`src/rtl/core/y2h_pkg.sv`:
```
package y2h_pkg;

  localparam int COORD_BITS = 13;
  localparam int COMP_BITS  = 8;
  localparam int PADDR_W    = 5;
  localparam int PDATA_W    = 32;

  // register indexes (paddr[4:2])
  localparam logic [2:0] REG_INPUT_IS_RGB = 3'd0;
  localparam logic [2:0] REG_COLOR_MATRIX = 3'd1;
  localparam logic [2:0] REG_YUV_FULL     = 3'd2;
  localparam logic [2:0] REG_FRAME_WIDTH  = 3'd3;
  localparam logic [2:0] REG_FRAME_HEIGHT = 3'd4;

  localparam logic [1:0] MTX_BT601  = 2'd0;
  localparam logic [1:0] MTX_BT2020 = 2'd1;

  // YUV->RGB coefficients, 1/1024 units
  localparam logic signed [11:0] KR_601   = 12'sd1436;
  localparam logic signed [11:0] KGU_601  = 12'sd352;
  localparam logic signed [11:0] KGV_601  = 12'sd731;
  localparam logic signed [11:0] KB_601   = 12'sd1815;
  localparam logic signed [11:0] KR_2020  = 12'sd1450;
  localparam logic signed [11:0] KGU_2020 = 12'sd164;
  localparam logic signed [11:0] KGV_2020 = 12'sd488;
  localparam logic signed [11:0] KB_2020  = 12'sd1714;
  localparam logic signed [11:0] KR_709   = 12'sd1613;
  localparam logic signed [11:0] KGU_709  = 12'sd192;
  localparam logic signed [11:0] KGV_709  = 12'sd480;
  localparam logic signed [11:0] KB_709   = 12'sd1900;

  // reciprocals for constant division: ceil(2^24/219), ceil(2^24/224), ceil(2^36/10000)
  localparam logic [16:0] Y_LIM_RECIP = 17'd76609;
  localparam logic [16:0] C_LIM_RECIP = 17'd74899;
  localparam logic [22:0] LUMA_RECIP  = 23'd6871948;

  localparam logic [13:0] LUMA_KR    = 14'd2126;
  localparam logic [13:0] LUMA_KG    = 14'd7152;
  localparam logic [13:0] LUMA_KB    = 14'd722;
  localparam logic [12:0] LUMA_ROUND = 13'd5000;

  localparam logic [7:0] HUE_SECTOR = 8'd43;
  localparam logic [7:0] HUE_BASE_R = 8'd0;
  localparam logic [7:0] HUE_BASE_G = 8'd85;
  localparam logic [7:0] HUE_BASE_B = 8'd171;

  localparam int DIV_NUM_W = 16;
  localparam int DIV_DEN_W = 8;

  typedef struct packed {
    logic [COORD_BITS-1:0] col;
    logic [COORD_BITS-1:0] row;
    logic [COMP_BITS-1:0]  comp_a;
    logic [COMP_BITS-1:0]  comp_b;
    logic [COMP_BITS-1:0]  comp_c;
  } y2h_in_t;

  typedef struct packed {
    logic                 valid_res;
    logic [COMP_BITS-1:0] hue;
    logic [COMP_BITS-1:0] saturation;
    logic [COMP_BITS-1:0] luma;
  } y2h_out_t;

  typedef struct packed {
    logic                  input_is_rgb;
    logic [1:0]            color_matrix;
    logic                  yuv_full;
    logic [COORD_BITS-1:0] frame_width;
    logic [COORD_BITS-1:0] frame_height;
  } y2h_cfg_t;

  // travels alongside the dividers
  typedef struct packed {
    logic       frm;
    logic       hue_zero;
    logic       sat_zero;
    logic       hue_neg;
    logic [7:0] hue_base;
    logic [7:0] luma;
  } y2h_side_t;

endpackage

```
`src/rtl/core/y2h_cfg_regs.sv`:
```
module y2h_cfg_regs (
  input  logic                         clk,
  input  logic                         rst,
  input  logic                         psel,
  input  logic                         penable,
  input  logic                         pwrite,
  input  logic [y2h_pkg::PADDR_W-1:0]  paddr,
  input  logic [y2h_pkg::PDATA_W-1:0]  pwdata,
  output logic [y2h_pkg::PDATA_W-1:0]  prdata,
  output logic                         pready,
  output y2h_pkg::y2h_cfg_t            cfg
);
  import y2h_pkg::*;

  logic       wr;
  logic [2:0] idx;

  assign pready = 1'b1;
  assign wr     = psel && penable && pwrite;
  assign idx    = paddr[PADDR_W-1:2];

  always_ff @(posedge clk) begin
    if (rst) begin
      cfg.input_is_rgb <= 1'b0;
      cfg.color_matrix <= MTX_BT601;
      cfg.yuv_full     <= 1'b1;
      cfg.frame_width  <= '0;
      cfg.frame_height <= '0;
    end else if (wr) begin
      unique case (idx)
        REG_INPUT_IS_RGB: cfg.input_is_rgb <= pwdata[0];
        REG_COLOR_MATRIX: cfg.color_matrix <= pwdata[1:0];
        REG_YUV_FULL:     cfg.yuv_full     <= pwdata[0];
        REG_FRAME_WIDTH:  cfg.frame_width  <= pwdata[COORD_BITS-1:0];
        REG_FRAME_HEIGHT: cfg.frame_height <= pwdata[COORD_BITS-1:0];
        default: ;
      endcase
    end
  end

  always_comb begin
    prdata = '0;
    unique case (idx)
      REG_INPUT_IS_RGB: prdata[0]              = cfg.input_is_rgb;
      REG_COLOR_MATRIX: prdata[1:0]            = cfg.color_matrix;
      REG_YUV_FULL:     prdata[0]              = cfg.yuv_full;
      REG_FRAME_WIDTH:  prdata[COORD_BITS-1:0] = cfg.frame_width;
      REG_FRAME_HEIGHT: prdata[COORD_BITS-1:0] = cfg.frame_height;
      default: ;
    endcase
  end

endmodule

```
`src/rtl/core/y2h_color.sv`:
```
module y2h_color (
  input  logic              clk,
  input  logic              rst,
  input  logic              en,
  input  logic              in_vld,
  input  y2h_pkg::y2h_in_t  in_data,
  input  y2h_pkg::y2h_cfg_t cfg,
  output logic              out_vld,
  output logic              out_frm,
  output logic [7:0]        out_r,
  output logic [7:0]        out_g,
  output logic [7:0]        out_b
);
  import y2h_pkg::*;

  // limited-range chroma: ((c-128)*255 +/- 112) / 224, toward zero
  function automatic logic signed [9:0] chroma_lim(input logic [7:0] c);
    logic signed [8:0] d;
    logic [7:0]        mag;
    logic [15:0]       num;
    logic [32:0]       prod;
    logic [7:0]        q;
    d    = $signed({1'b0, c}) - 9'sd128;
    mag  = d[8] ? 8'(-d) : d[7:0];
    num  = {mag, 8'd0} - 16'(mag) + 16'd112;
    prod = 33'(num) * 33'(C_LIM_RECIP);
    q    = prod[31:24];
    return d[8] ? -$signed({2'b00, q}) : $signed({2'b00, q});
  endfunction

  // divide by 1024 toward zero
  function automatic logic signed [12:0] div1024(input logic signed [22:0] p);
    logic signed [22:0] adj;
    adj = p[22] ? p + 23'sd1023 : p;
    return 13'(adj >>> 10);
  endfunction

  function automatic logic [7:0] sat8(input logic signed [13:0] v);
    if (v < 0) return 8'd0;
    if (v > 14'sd255) return 8'd255;
    return v[7:0];
  endfunction

  // stage A
  logic       vld_a, frm_a;
  logic [7:0] ca_a, cb_a, cc_a;

  always_ff @(posedge clk) begin
    if (rst) vld_a <= 1'b0;
    else if (en) vld_a <= in_vld;
  end
  always_ff @(posedge clk) begin
    if (en) begin
      frm_a <= (in_data.col < cfg.frame_width) && (in_data.row < cfg.frame_height);
      ca_a  <= in_data.comp_a;
      cb_a  <= in_data.comp_b;
      cc_a  <= in_data.comp_c;
    end
  end

  // stage B: range expansion
  logic [7:0]        yo;
  logic [15:0]       ynum;
  logic [32:0]       yprod;
  logic signed [9:0] ys_n, us_n, vs_n;
  logic              vld_b, frm_b;
  logic signed [9:0] ys_b, us_b, vs_b;
  logic [7:0]        ca_b, cb_b, cc_b;

  assign yo    = (ca_a < 8'd16) ? 8'd0 : ca_a - 8'd16;
  assign ynum  = {yo, 8'd0} - 16'(yo) + 16'd109;
  assign yprod = 33'(ynum) * 33'(Y_LIM_RECIP);

  always_comb begin
    if (cfg.yuv_full) begin
      ys_n = $signed({2'b00, ca_a});
      us_n = $signed({2'b00, cb_a}) - 10'sd128;
      vs_n = $signed({2'b00, cc_a}) - 10'sd128;
    end else begin
      ys_n = $signed({1'b0, yprod[32:24]});
      us_n = chroma_lim(cb_a);
      vs_n = chroma_lim(cc_a);
    end
  end

  always_ff @(posedge clk) begin
    if (rst) vld_b <= 1'b0;
    else if (en) vld_b <= vld_a;
  end
  always_ff @(posedge clk) begin
    if (en) begin
      frm_b <= frm_a;
      ys_b  <= ys_n;
      us_b  <= us_n;
      vs_b  <= vs_n;
      ca_b  <= ca_a;
      cb_b  <= cb_a;
      cc_b  <= cc_a;
    end
  end

  // stage C: matrix products
  logic signed [11:0] kr, kgu, kgv, kb;
  logic               vld_c, frm_c;
  logic signed [9:0]  ys_c;
  logic signed [21:0] pr_c, pgu_c, pgv_c, pb_c;
  logic [7:0]         ca_c, cb_c, cc_c;

  always_comb begin
    unique case (cfg.color_matrix)
      MTX_BT601: begin
        kr = KR_601; kgu = KGU_601; kgv = KGV_601; kb = KB_601;
      end
      MTX_BT2020: begin
        kr = KR_2020; kgu = KGU_2020; kgv = KGV_2020; kb = KB_2020;
      end
      default: begin
        kr = KR_709; kgu = KGU_709; kgv = KGV_709; kb = KB_709;
      end
    endcase
  end

  always_ff @(posedge clk) begin
    if (rst) vld_c <= 1'b0;
    else if (en) vld_c <= vld_b;
  end
  always_ff @(posedge clk) begin
    if (en) begin
      frm_c <= frm_b;
      ys_c  <= ys_b;
      pr_c  <= kr * vs_b;
      pgu_c <= kgu * us_b;
      pgv_c <= kgv * vs_b;
      pb_c  <= kb * us_b;
      ca_c  <= ca_b;
      cb_c  <= cb_b;
      cc_c  <= cc_b;
    end
  end

  // stage D: scale, add luma, clamp; RGB input passes through
  logic signed [22:0] pg_sum;
  logic signed [13:0] r_s, g_s, b_s;

  assign pg_sum = 23'(pgu_c) + 23'(pgv_c);
  assign r_s    = 14'(ys_c) + 14'(div1024(23'(pr_c)));
  assign g_s    = 14'(ys_c) - 14'(div1024(pg_sum));
  assign b_s    = 14'(ys_c) + 14'(div1024(23'(pb_c)));

  always_ff @(posedge clk) begin
    if (rst) out_vld <= 1'b0;
    else if (en) out_vld <= vld_c;
  end
  always_ff @(posedge clk) begin
    if (en) begin
      out_frm <= frm_c;
      if (cfg.input_is_rgb) begin
        out_r <= ca_c;
        out_g <= cb_c;
        out_b <= cc_c;
      end else begin
        out_r <= sat8(r_s);
        out_g <= sat8(g_s);
        out_b <= sat8(b_s);
      end
    end
  end

endmodule

```
`src/rtl/core/y2h_hsv_prep.sv`:
```
module y2h_hsv_prep (
  input  logic                   clk,
  input  logic                   rst,
  input  logic                   en,
  input  logic                   in_vld,
  input  logic                   in_frm,
  input  logic [7:0]             r,
  input  logic [7:0]             g,
  input  logic [7:0]             b,
  output logic                   out_vld,
  output logic [15:0]            sat_num,
  output logic [7:0]             sat_den,
  output logic [15:0]            hue_num,
  output logic [7:0]             hue_den,
  output y2h_pkg::y2h_side_t     side
);
  import y2h_pkg::*;

  // stage E: max/min, sector, luma sum
  logic [7:0]        mx, mn;
  logic signed [8:0] diff;
  logic [7:0]        base;
  logic              vld_e, frm_e, neg_e;
  logic [7:0]        mx_e, delta_e, mag_e, base_e;
  logic [21:0]       lsum_e;

  always_comb begin
    mx = r;
    if (g > mx) mx = g;
    if (b > mx) mx = b;
    mn = r;
    if (g < mn) mn = g;
    if (b < mn) mn = b;
  end

  always_comb begin
    priority if (mx == r) begin
      diff = $signed({1'b0, g}) - $signed({1'b0, b});
      base = HUE_BASE_R;
    end else if (mx == g) begin
      diff = $signed({1'b0, b}) - $signed({1'b0, r});
      base = HUE_BASE_G;
    end else begin
      diff = $signed({1'b0, r}) - $signed({1'b0, g});
      base = HUE_BASE_B;
    end
  end

  always_ff @(posedge clk) begin
    if (rst) vld_e <= 1'b0;
    else if (en) vld_e <= in_vld;
  end
  always_ff @(posedge clk) begin
    if (en) begin
      frm_e   <= in_frm;
      mx_e    <= mx;
      delta_e <= mx - mn;
      neg_e   <= diff[8];
      mag_e   <= diff[8] ? 8'(-diff) : diff[7:0];
      base_e  <= base;
      lsum_e  <= 22'(LUMA_KR) * 22'(r) + 22'(LUMA_KG) * 22'(g)
               + 22'(LUMA_KB) * 22'(b) + 22'(LUMA_ROUND);
    end
  end

  // stage F: numerators, luma / 10000
  logic [44:0] lprod;

  assign lprod = 45'(lsum_e) * 45'(LUMA_RECIP);

  always_ff @(posedge clk) begin
    if (rst) out_vld <= 1'b0;
    else if (en) out_vld <= vld_e;
  end
  always_ff @(posedge clk) begin
    if (en) begin
      // delta*255 + max/2
      sat_num       <= {delta_e, 8'd0} - 16'(delta_e) + 16'(mx_e >> 1);
      sat_den       <= mx_e;
      hue_num       <= 16'(mag_e) * 16'(HUE_SECTOR);
      hue_den       <= delta_e;
      side.frm      <= frm_e;
      side.hue_zero <= (delta_e == 8'd0);
      side.sat_zero <= (mx_e == 8'd0);
      side.hue_neg  <= neg_e;
      side.hue_base <= base_e;
      side.luma     <= lprod[43:36];
    end
  end

endmodule

```
`src/rtl/core/y2h_div_pipe.sv`:
```
module y2h_div_pipe #(
  parameter int NUM_W  = y2h_pkg::DIV_NUM_W,
  parameter int DEN_W  = y2h_pkg::DIV_DEN_W,
  parameter int SIDE_W = 1
) (
  input  logic              clk,
  input  logic              rst,
  input  logic              en,
  input  logic              in_vld,
  input  logic [NUM_W-1:0]  num_a,
  input  logic [DEN_W-1:0]  den_a,
  input  logic [NUM_W-1:0]  num_b,
  input  logic [DEN_W-1:0]  den_b,
  input  logic [SIDE_W-1:0] side_in,
  output logic              out_vld,
  output logic [NUM_W-1:0]  quo_a,
  output logic [NUM_W-1:0]  quo_b,
  output logic [SIDE_W-1:0] side_out
);

  // restoring division, one quotient bit per stage; quotient shifts in
  // where numerator bits shift out
  logic              vld    [NUM_W+1];
  logic [NUM_W-1:0]  nq_a   [NUM_W+1];
  logic [NUM_W-1:0]  nq_b   [NUM_W+1];
  logic [DEN_W-1:0]  rem_a  [NUM_W+1];
  logic [DEN_W-1:0]  rem_b  [NUM_W+1];
  logic [DEN_W-1:0]  dv_a   [NUM_W+1];
  logic [DEN_W-1:0]  dv_b   [NUM_W+1];
  logic [SIDE_W-1:0] sd     [NUM_W+1];

  assign vld[0]   = in_vld;
  assign nq_a[0]  = num_a;
  assign nq_b[0]  = num_b;
  assign rem_a[0] = '0;
  assign rem_b[0] = '0;
  assign dv_a[0]  = den_a;
  assign dv_b[0]  = den_b;
  assign sd[0]    = side_in;

  for (genvar s = 0; s < NUM_W; s++) begin : g_stage
    logic [DEN_W:0] t_a, t_b;
    logic           ge_a, ge_b;

    assign t_a  = {rem_a[s], nq_a[s][NUM_W-1]};
    assign t_b  = {rem_b[s], nq_b[s][NUM_W-1]};
    assign ge_a = t_a >= {1'b0, dv_a[s]};
    assign ge_b = t_b >= {1'b0, dv_b[s]};

    always_ff @(posedge clk) begin
      if (rst) vld[s+1] <= 1'b0;
      else if (en) vld[s+1] <= vld[s];
    end
    always_ff @(posedge clk) begin
      if (en) begin
        rem_a[s+1] <= ge_a ? DEN_W'(t_a - {1'b0, dv_a[s]}) : t_a[DEN_W-1:0];
        rem_b[s+1] <= ge_b ? DEN_W'(t_b - {1'b0, dv_b[s]}) : t_b[DEN_W-1:0];
        nq_a[s+1]  <= {nq_a[s][NUM_W-2:0], ge_a};
        nq_b[s+1]  <= {nq_b[s][NUM_W-2:0], ge_b};
        dv_a[s+1]  <= dv_a[s];
        dv_b[s+1]  <= dv_b[s];
        sd[s+1]    <= sd[s];
      end
    end
  end

  assign out_vld  = vld[NUM_W];
  assign quo_a    = nq_a[NUM_W];
  assign quo_b    = nq_b[NUM_W];
  assign side_out = sd[NUM_W];

endmodule

```
`src/rtl/core/yuv_to_hsv_pixel_converter.sv`:
```
// Pipeline: 4 color stages, 2 HSV prep stages, 16 divider stages and
//   1 output register.
// Throughput: one pixel per cycle while the sink takes results; the
//   16-stage restoring divider pipeline for saturation and hue sets the depth, not the rate.
// Reset (rst, synchronous, active high) empties the pipeline and loads the
//   register defaults: YUV input, BT.601, full range, frame size 0.
module yuv_to_hsv_pixel_converter (
  input  logic                         clk,
  input  logic                         rst,
  input  logic                         in_valid,
  output logic                         in_ready,
  input  y2h_pkg::y2h_in_t             in_data,
  output logic                         out_valid,
  input  logic                         out_ready,
  output y2h_pkg::y2h_out_t            out_data,
  input  logic                         psel,
  input  logic                         penable,
  input  logic                         pwrite,
  input  logic [y2h_pkg::PADDR_W-1:0]  paddr,
  input  logic [y2h_pkg::PDATA_W-1:0]  pwdata,
  output logic [y2h_pkg::PDATA_W-1:0]  prdata,
  output logic                         pready
);
  import y2h_pkg::*;

  y2h_cfg_t  cfg;

  // Whole pipeline advances together; it holds only when the output
  // register has a beat that the sink is not taking.
  logic      en;

  logic       c_vld, c_frm;
  logic [7:0] c_r, c_g, c_b;

  logic                 p_vld;
  logic [DIV_NUM_W-1:0] sat_num, hue_num;
  logic [DIV_DEN_W-1:0] sat_den, hue_den;
  y2h_side_t            p_side;

  logic                 d_vld;
  logic [DIV_NUM_W-1:0] sat_q, hue_q;
  y2h_side_t            d_side;

  logic [7:0] hq, hue_v;

  assign en       = !out_valid || out_ready;
  assign in_ready = en;

  y2h_cfg_regs u_cfg (
    .clk     (clk),
    .rst     (rst),
    .psel    (psel),
    .penable (penable),
    .pwrite  (pwrite),
    .paddr   (paddr),
    .pwdata  (pwdata),
    .prdata  (prdata),
    .pready  (pready),
    .cfg     (cfg)
  );

  // frame check, range expansion, matrix, clamp
  y2h_color u_color (
    .clk     (clk),
    .rst     (rst),
    .en      (en),
    .in_vld  (in_valid),
    .in_data (in_data),
    .cfg     (cfg),
    .out_vld (c_vld),
    .out_frm (c_frm),
    .out_r   (c_r),
    .out_g   (c_g),
    .out_b   (c_b)
  );

  // max/min, hue sector, numerators, luma
  y2h_hsv_prep u_prep (
    .clk     (clk),
    .rst     (rst),
    .en      (en),
    .in_vld  (c_vld),
    .in_frm  (c_frm),
    .r       (c_r),
    .g       (c_g),
    .b       (c_b),
    .out_vld (p_vld),
    .sat_num (sat_num),
    .sat_den (sat_den),
    .hue_num (hue_num),
    .hue_den (hue_den),
    .side    (p_side)
  );

  // saturation = sat_num / max, hue magnitude = 43*|diff| / delta
  y2h_div_pipe #(
    .NUM_W  (DIV_NUM_W),
    .DEN_W  (DIV_DEN_W),
    .SIDE_W ($bits(y2h_side_t))
  ) u_div (
    .clk      (clk),
    .rst      (rst),
    .en       (en),
    .in_vld   (p_vld),
    .num_a    (sat_num),
    .den_a    (sat_den),
    .num_b    (hue_num),
    .den_b    (hue_den),
    .side_in  (p_side),
    .out_vld  (d_vld),
    .quo_a    (sat_q),
    .quo_b    (hue_q),
    .side_out (d_side)
  );

  // hue wraps on the 256-step circle; sign applied after the unsigned divide
  assign hq    = hue_q[7:0];
  assign hue_v = d_side.hue_base + (d_side.hue_neg ? 8'(-hq) : hq);

  always_ff @(posedge clk) begin
    if (rst) out_valid <= 1'b0;
    else if (en) out_valid <= d_vld;
  end

  always_ff @(posedge clk) begin
    if (en) begin
      if (!d_side.frm) begin
        // outside the frame: every field zero
        out_data <= '0;
      end else begin
        out_data.valid_res  <= 1'b1;
        out_data.hue        <= d_side.hue_zero ? 8'd0 : hue_v;
        out_data.saturation <= d_side.sat_zero ? 8'd0 : sat_q[7:0];
        out_data.luma       <= d_side.luma;
      end
    end
  end

`ifndef NO_ASSERTIONS
  a_ready_rule: assert property (@(posedge clk) disable iff (rst)
    in_ready == (!out_valid || out_ready))
    else $error("in_ready does not follow output stall");

  a_outside_zero: assert property (@(posedge clk) disable iff (rst)
    out_valid && !out_data.valid_res |->
      out_data.hue == 8'd0 && out_data.saturation == 8'd0 && out_data.luma == 8'd0)
    else $error("out-of-frame result has nonzero fields");

  a_grey_hue: assert property (@(posedge clk) disable iff (rst)
    out_valid && out_data.saturation == 8'd0 |-> out_data.hue == 8'd0)
    else $error("zero saturation with nonzero hue");

  a_reset_empty: assert property (@(posedge clk)
    rst |=> !out_valid)
    else $error("result beat right after reset");
`endif

endmodule

```
`config.mk`:
```
export PLATFORM = sky130hd
export DESIGN_NAME = yuv_to_hsv_pixel_converter
export DESIGN_NICKNAME = d
export VERILOG_FILES = /design/src/rtl/core/y2h_pkg.sv /design/src/rtl/core/y2h_cfg_regs.sv /design/src/rtl/core/y2h_color.sv /design/src/rtl/core/y2h_hsv_prep.sv /design/src/rtl/core/y2h_div_pipe.sv /design/src/rtl/core/yuv_to_hsv_pixel_converter.sv
export SDC_FILE = /design/constraint.sdc
export NUM_CORES = 2
export LEC_CHECK = 0
export BUFFER_PORTS_ARGS = -buffer_cell sky130_fd_sc_hd__buf_2
export CAP_MARGIN = 20
export CORE_UTILIZATION = 30
export DETAILED_ROUTE_END_ITERATION = 12
export GPL_ROUTABILITY_DRIVEN = 0
export GPL_TIMING_DRIVEN = 0
export PLACE_DENSITY_LB_ADDON = 0.12
export SYNTH_ARGS = -nofsm -noshare
export SYNTH_HDL_FRONTEND = slang
export SYNTH_SLANG_ARGS = --single-unit
```
`constraint.sdc`:
```
create_clock -name clk -period 96.7 [get_ports clk]
set_input_delay 9.67 -clock clk [delete_from_list [all_inputs] [get_ports clk]]
set_output_delay 9.67 -clock clk [all_outputs]
set_load 0.01 [all_outputs]
```
==> results.yml <==
run:
  drv_cap: 0
synth:
  ys_ff_latch: 1441
  ys_seq_area_share_pct: 43.42
  ys.flop_type: "edfxtp_1"
  netlist_area_um2: 98450
  synth.distinct_cells: 92
  syn_inst: 8290
  synth_area_leaders: "edfxtp_1 42%, ha_1 18%, fa_1 13%"
  synth_warnings: 0
  syn_area_per_cell_um2: 11.88
  synth_top_area_cell: "edfxtp_1"
  async_flop_share_pct: 0
  synth_top_area_share_pct: 42.34
  synth_edf_count: 1388
drt:
  wl_mm: 209.2
  num_vias: 58870
  viasPerCell: 4.493
  firstDrtPassIters: 5
  drc_errors: 0
  antenna_left: 0
  drtIter0Drc: 2718
  wl_per_cell_um: 15.97
sta:
  min_period_ns: 21.36
  grt_setup_unrepaired: "false"
  hold_viol: 0
  fmax_mhz: 46.82
  finalSetupViolCount: 0
  skew_ns: 0.08847
  relSlewSlack_pct: 29.70
  fin_tns_setup_ns: 0
  period_share_pct: 22.09
  slew_violations: 0
  tightestPinTransition_ns: 1.055
setup_path:
  crit_arrival_ns: 11.69
  endpoint_kind: "output port"
  worst-setup-path-type: "primary input to output port"
  critPathRequiredTime_ns: 87.03
  critPathLaunchType: "primary input"
  slowest_stage: "clkbuf_4"
  reg2reg_slack_ns: 87.53
  worstPathMaxFanout: 57
  r2r-start: "u_color.ca_a[4]$_DFFE_PP_"
  cp-startpoint: "out_ready"
  cpPeakStageDelay_ns: 0.39
  path_common_cell: "buf_16"
  cp_cell_sequence: "buf_2, nor2b_1, clkbuf_1, inv_1, clkbuf_4, buf_16, buf_16, buf_16, buf_2"
placement:
  placed_cell_area_um2: 105200
  placedCellCount: 12770
  post-dp-hpwl_mm: 164.4
  portBuffers: 109
status:
  status: "completed"
floorplanning:
  core-area_um2: 325300
  rows: 209
  dieArea_um2: 330400
  io_pins: 154
  start_util_pct: 30.26
  dieHeight_um: 574.8
  dieWidth_um: 574.8
cells_and_area:
  multi_input_area_um2: 49710
  final_common_cell: "inv_1"
  area_growth_syn_to_layout_pct: 12.82
  layout_common_cells: "1,478 x inv_1, 1,388 x edfxtp_1, 1,380 x ha_1, 633 x fa_1, 442 x nand2_1"
  instances_no_fill: 13100
  n_fill_cell: 32390
  seqCellArea_um2: 42740
  utilization_pct: 34.14
  nets: 10740
  design_area_um2: 111100
  drive_gt1_share_pct: 5.583
clock_tree:
  clkLatencyLatePin_ns: 0.87
  cts_tree: "yes"
  cts-resized-gates: 0
  post_cts_buffers: 0
  cts.sinks: 1441
  cts-root-buf: "clkbuf_16"
  cts_hold_buffers: 0
  clk_pin_slew_ns: 0.06
  cts_max_path_buffers: 4
  numCtsBuffers: 181
  cts-htree-levels: 4
global_routing:
  grt_pass1_vias: 62500
  grt_overflow: 0
  track_usage_pct: 12.81
  grt_start_max_net_pins: 70
  grt_pass1_wl_mm: 339.9
  antenna_found_initial: 5
min_path:
  worstHoldStart: "u_div.sd[127]$_DFFE_PP_"
  holdCritPathClass: "register to register"
[metal layers]
layer  track usage [%]  vias to the layer above  wire, um  part of all wire, %
li1                  -                    29290         -                    -
met1             16.20                    28610     93440                   45
met2             22.75                      697    103400                   49
met3             1.545                      282      6351                  3.0
met4             3.829                        0      5974                  2.9
met5                 0                        -         0                    0
[sequential cells by signal, summed over array words and instances (netlist names), 16 cells and up]
register	count
u_color.pgv_c	21
u_color.pb_c	22
u_div.nq_a	133
u_div.sd	225
u_prep.lsum_e	21
u_div.dv_b	120
u_color.pgu_c	18
u_color.pr_c	22
u_div.g_stage.t_b	134
u_div.g_stage.t_a	135
u_cfg.cfg	30
out_data	25
u_div.nq_b	133
u_div.dv_a	120
u_prep.sat_num	16
[Yosys cell counts, drive strengths merged, types with 37 or more instances]
cell type	count
inv	1478
edfxtp	1388
ha	1380
fa	633
nand2	443
o21ai	392
nor2	378
a21oi	279
xnor2	257
xor2	157
a21o	128
nor2b	110
and2	103
clkbuf	94
nand2b	93
nand4	78
nor3	76
mux2i	74
o31ai	73
nand3	70
a21boi	63
dfxtp	53
o21bai	53
o21a	37
[cells by family (layout without fill, tap and decap cells)]
group           Yosys count  after routing  synth area share (%)
compound gates         1261           1261                 8.196
fa+ha+maj              2014           2014                 30.42
mux                      91             91                0.9621
other cells               2             25              0.007629
buf+inv                1599           2064                 6.179
flops                  1441           1441                 43.42
simple gates           1468           1468                 7.134
xor+xnor                414            414                 3.683
[path summary, 6_finish.rpt]
path	end	cells after the start
worst max-delay path	in_ready	9
worst min register to register	u_div.sd[107]$_DFFE_PP_	0
worst min-delay path	u_div.sd[107]$_DFFE_PP_	0
worst max register to register	u_color.ys_b[8]$_SDFFCE_PP0P_	35
[through the flow]
stage / setup slack [ns] / hold WS (ns)
finish: 75.34 / 0.3449
global route: 75.11 / 0.3487
CTS: 75.29 / 0.3310
detailed placement: 75.28 / 0.4045
global placement: 16.30 / 0.4004
floorplan: 39.51 / 0.4003
[cell type report]
class / instances / area share (%)
Sequential cell: 1441 / 38.48
Tap cell: 4325 / 4.872
Buffer: 121 / 0.4855
Antenna cell: 1 / 0.002253
Multi-Input combinational cell: 5272 / 44.76
Inverter: 1478 / 4.995
Clock inverter: 124 / 1.072
Timing Repair Buffer: 136 / 1.115
Clock buffer: 205 / 4.217
[critical path: cells and delay by family]
family                 cells  cell delay [ns]
buffers and inverters      8             1.86
AND/OR/NAND/NOR            1             0.03
Power is left out: the tool's default activity adds up to more than one toggle a clock period on the data nets, which glitch-free logic cannot reach.
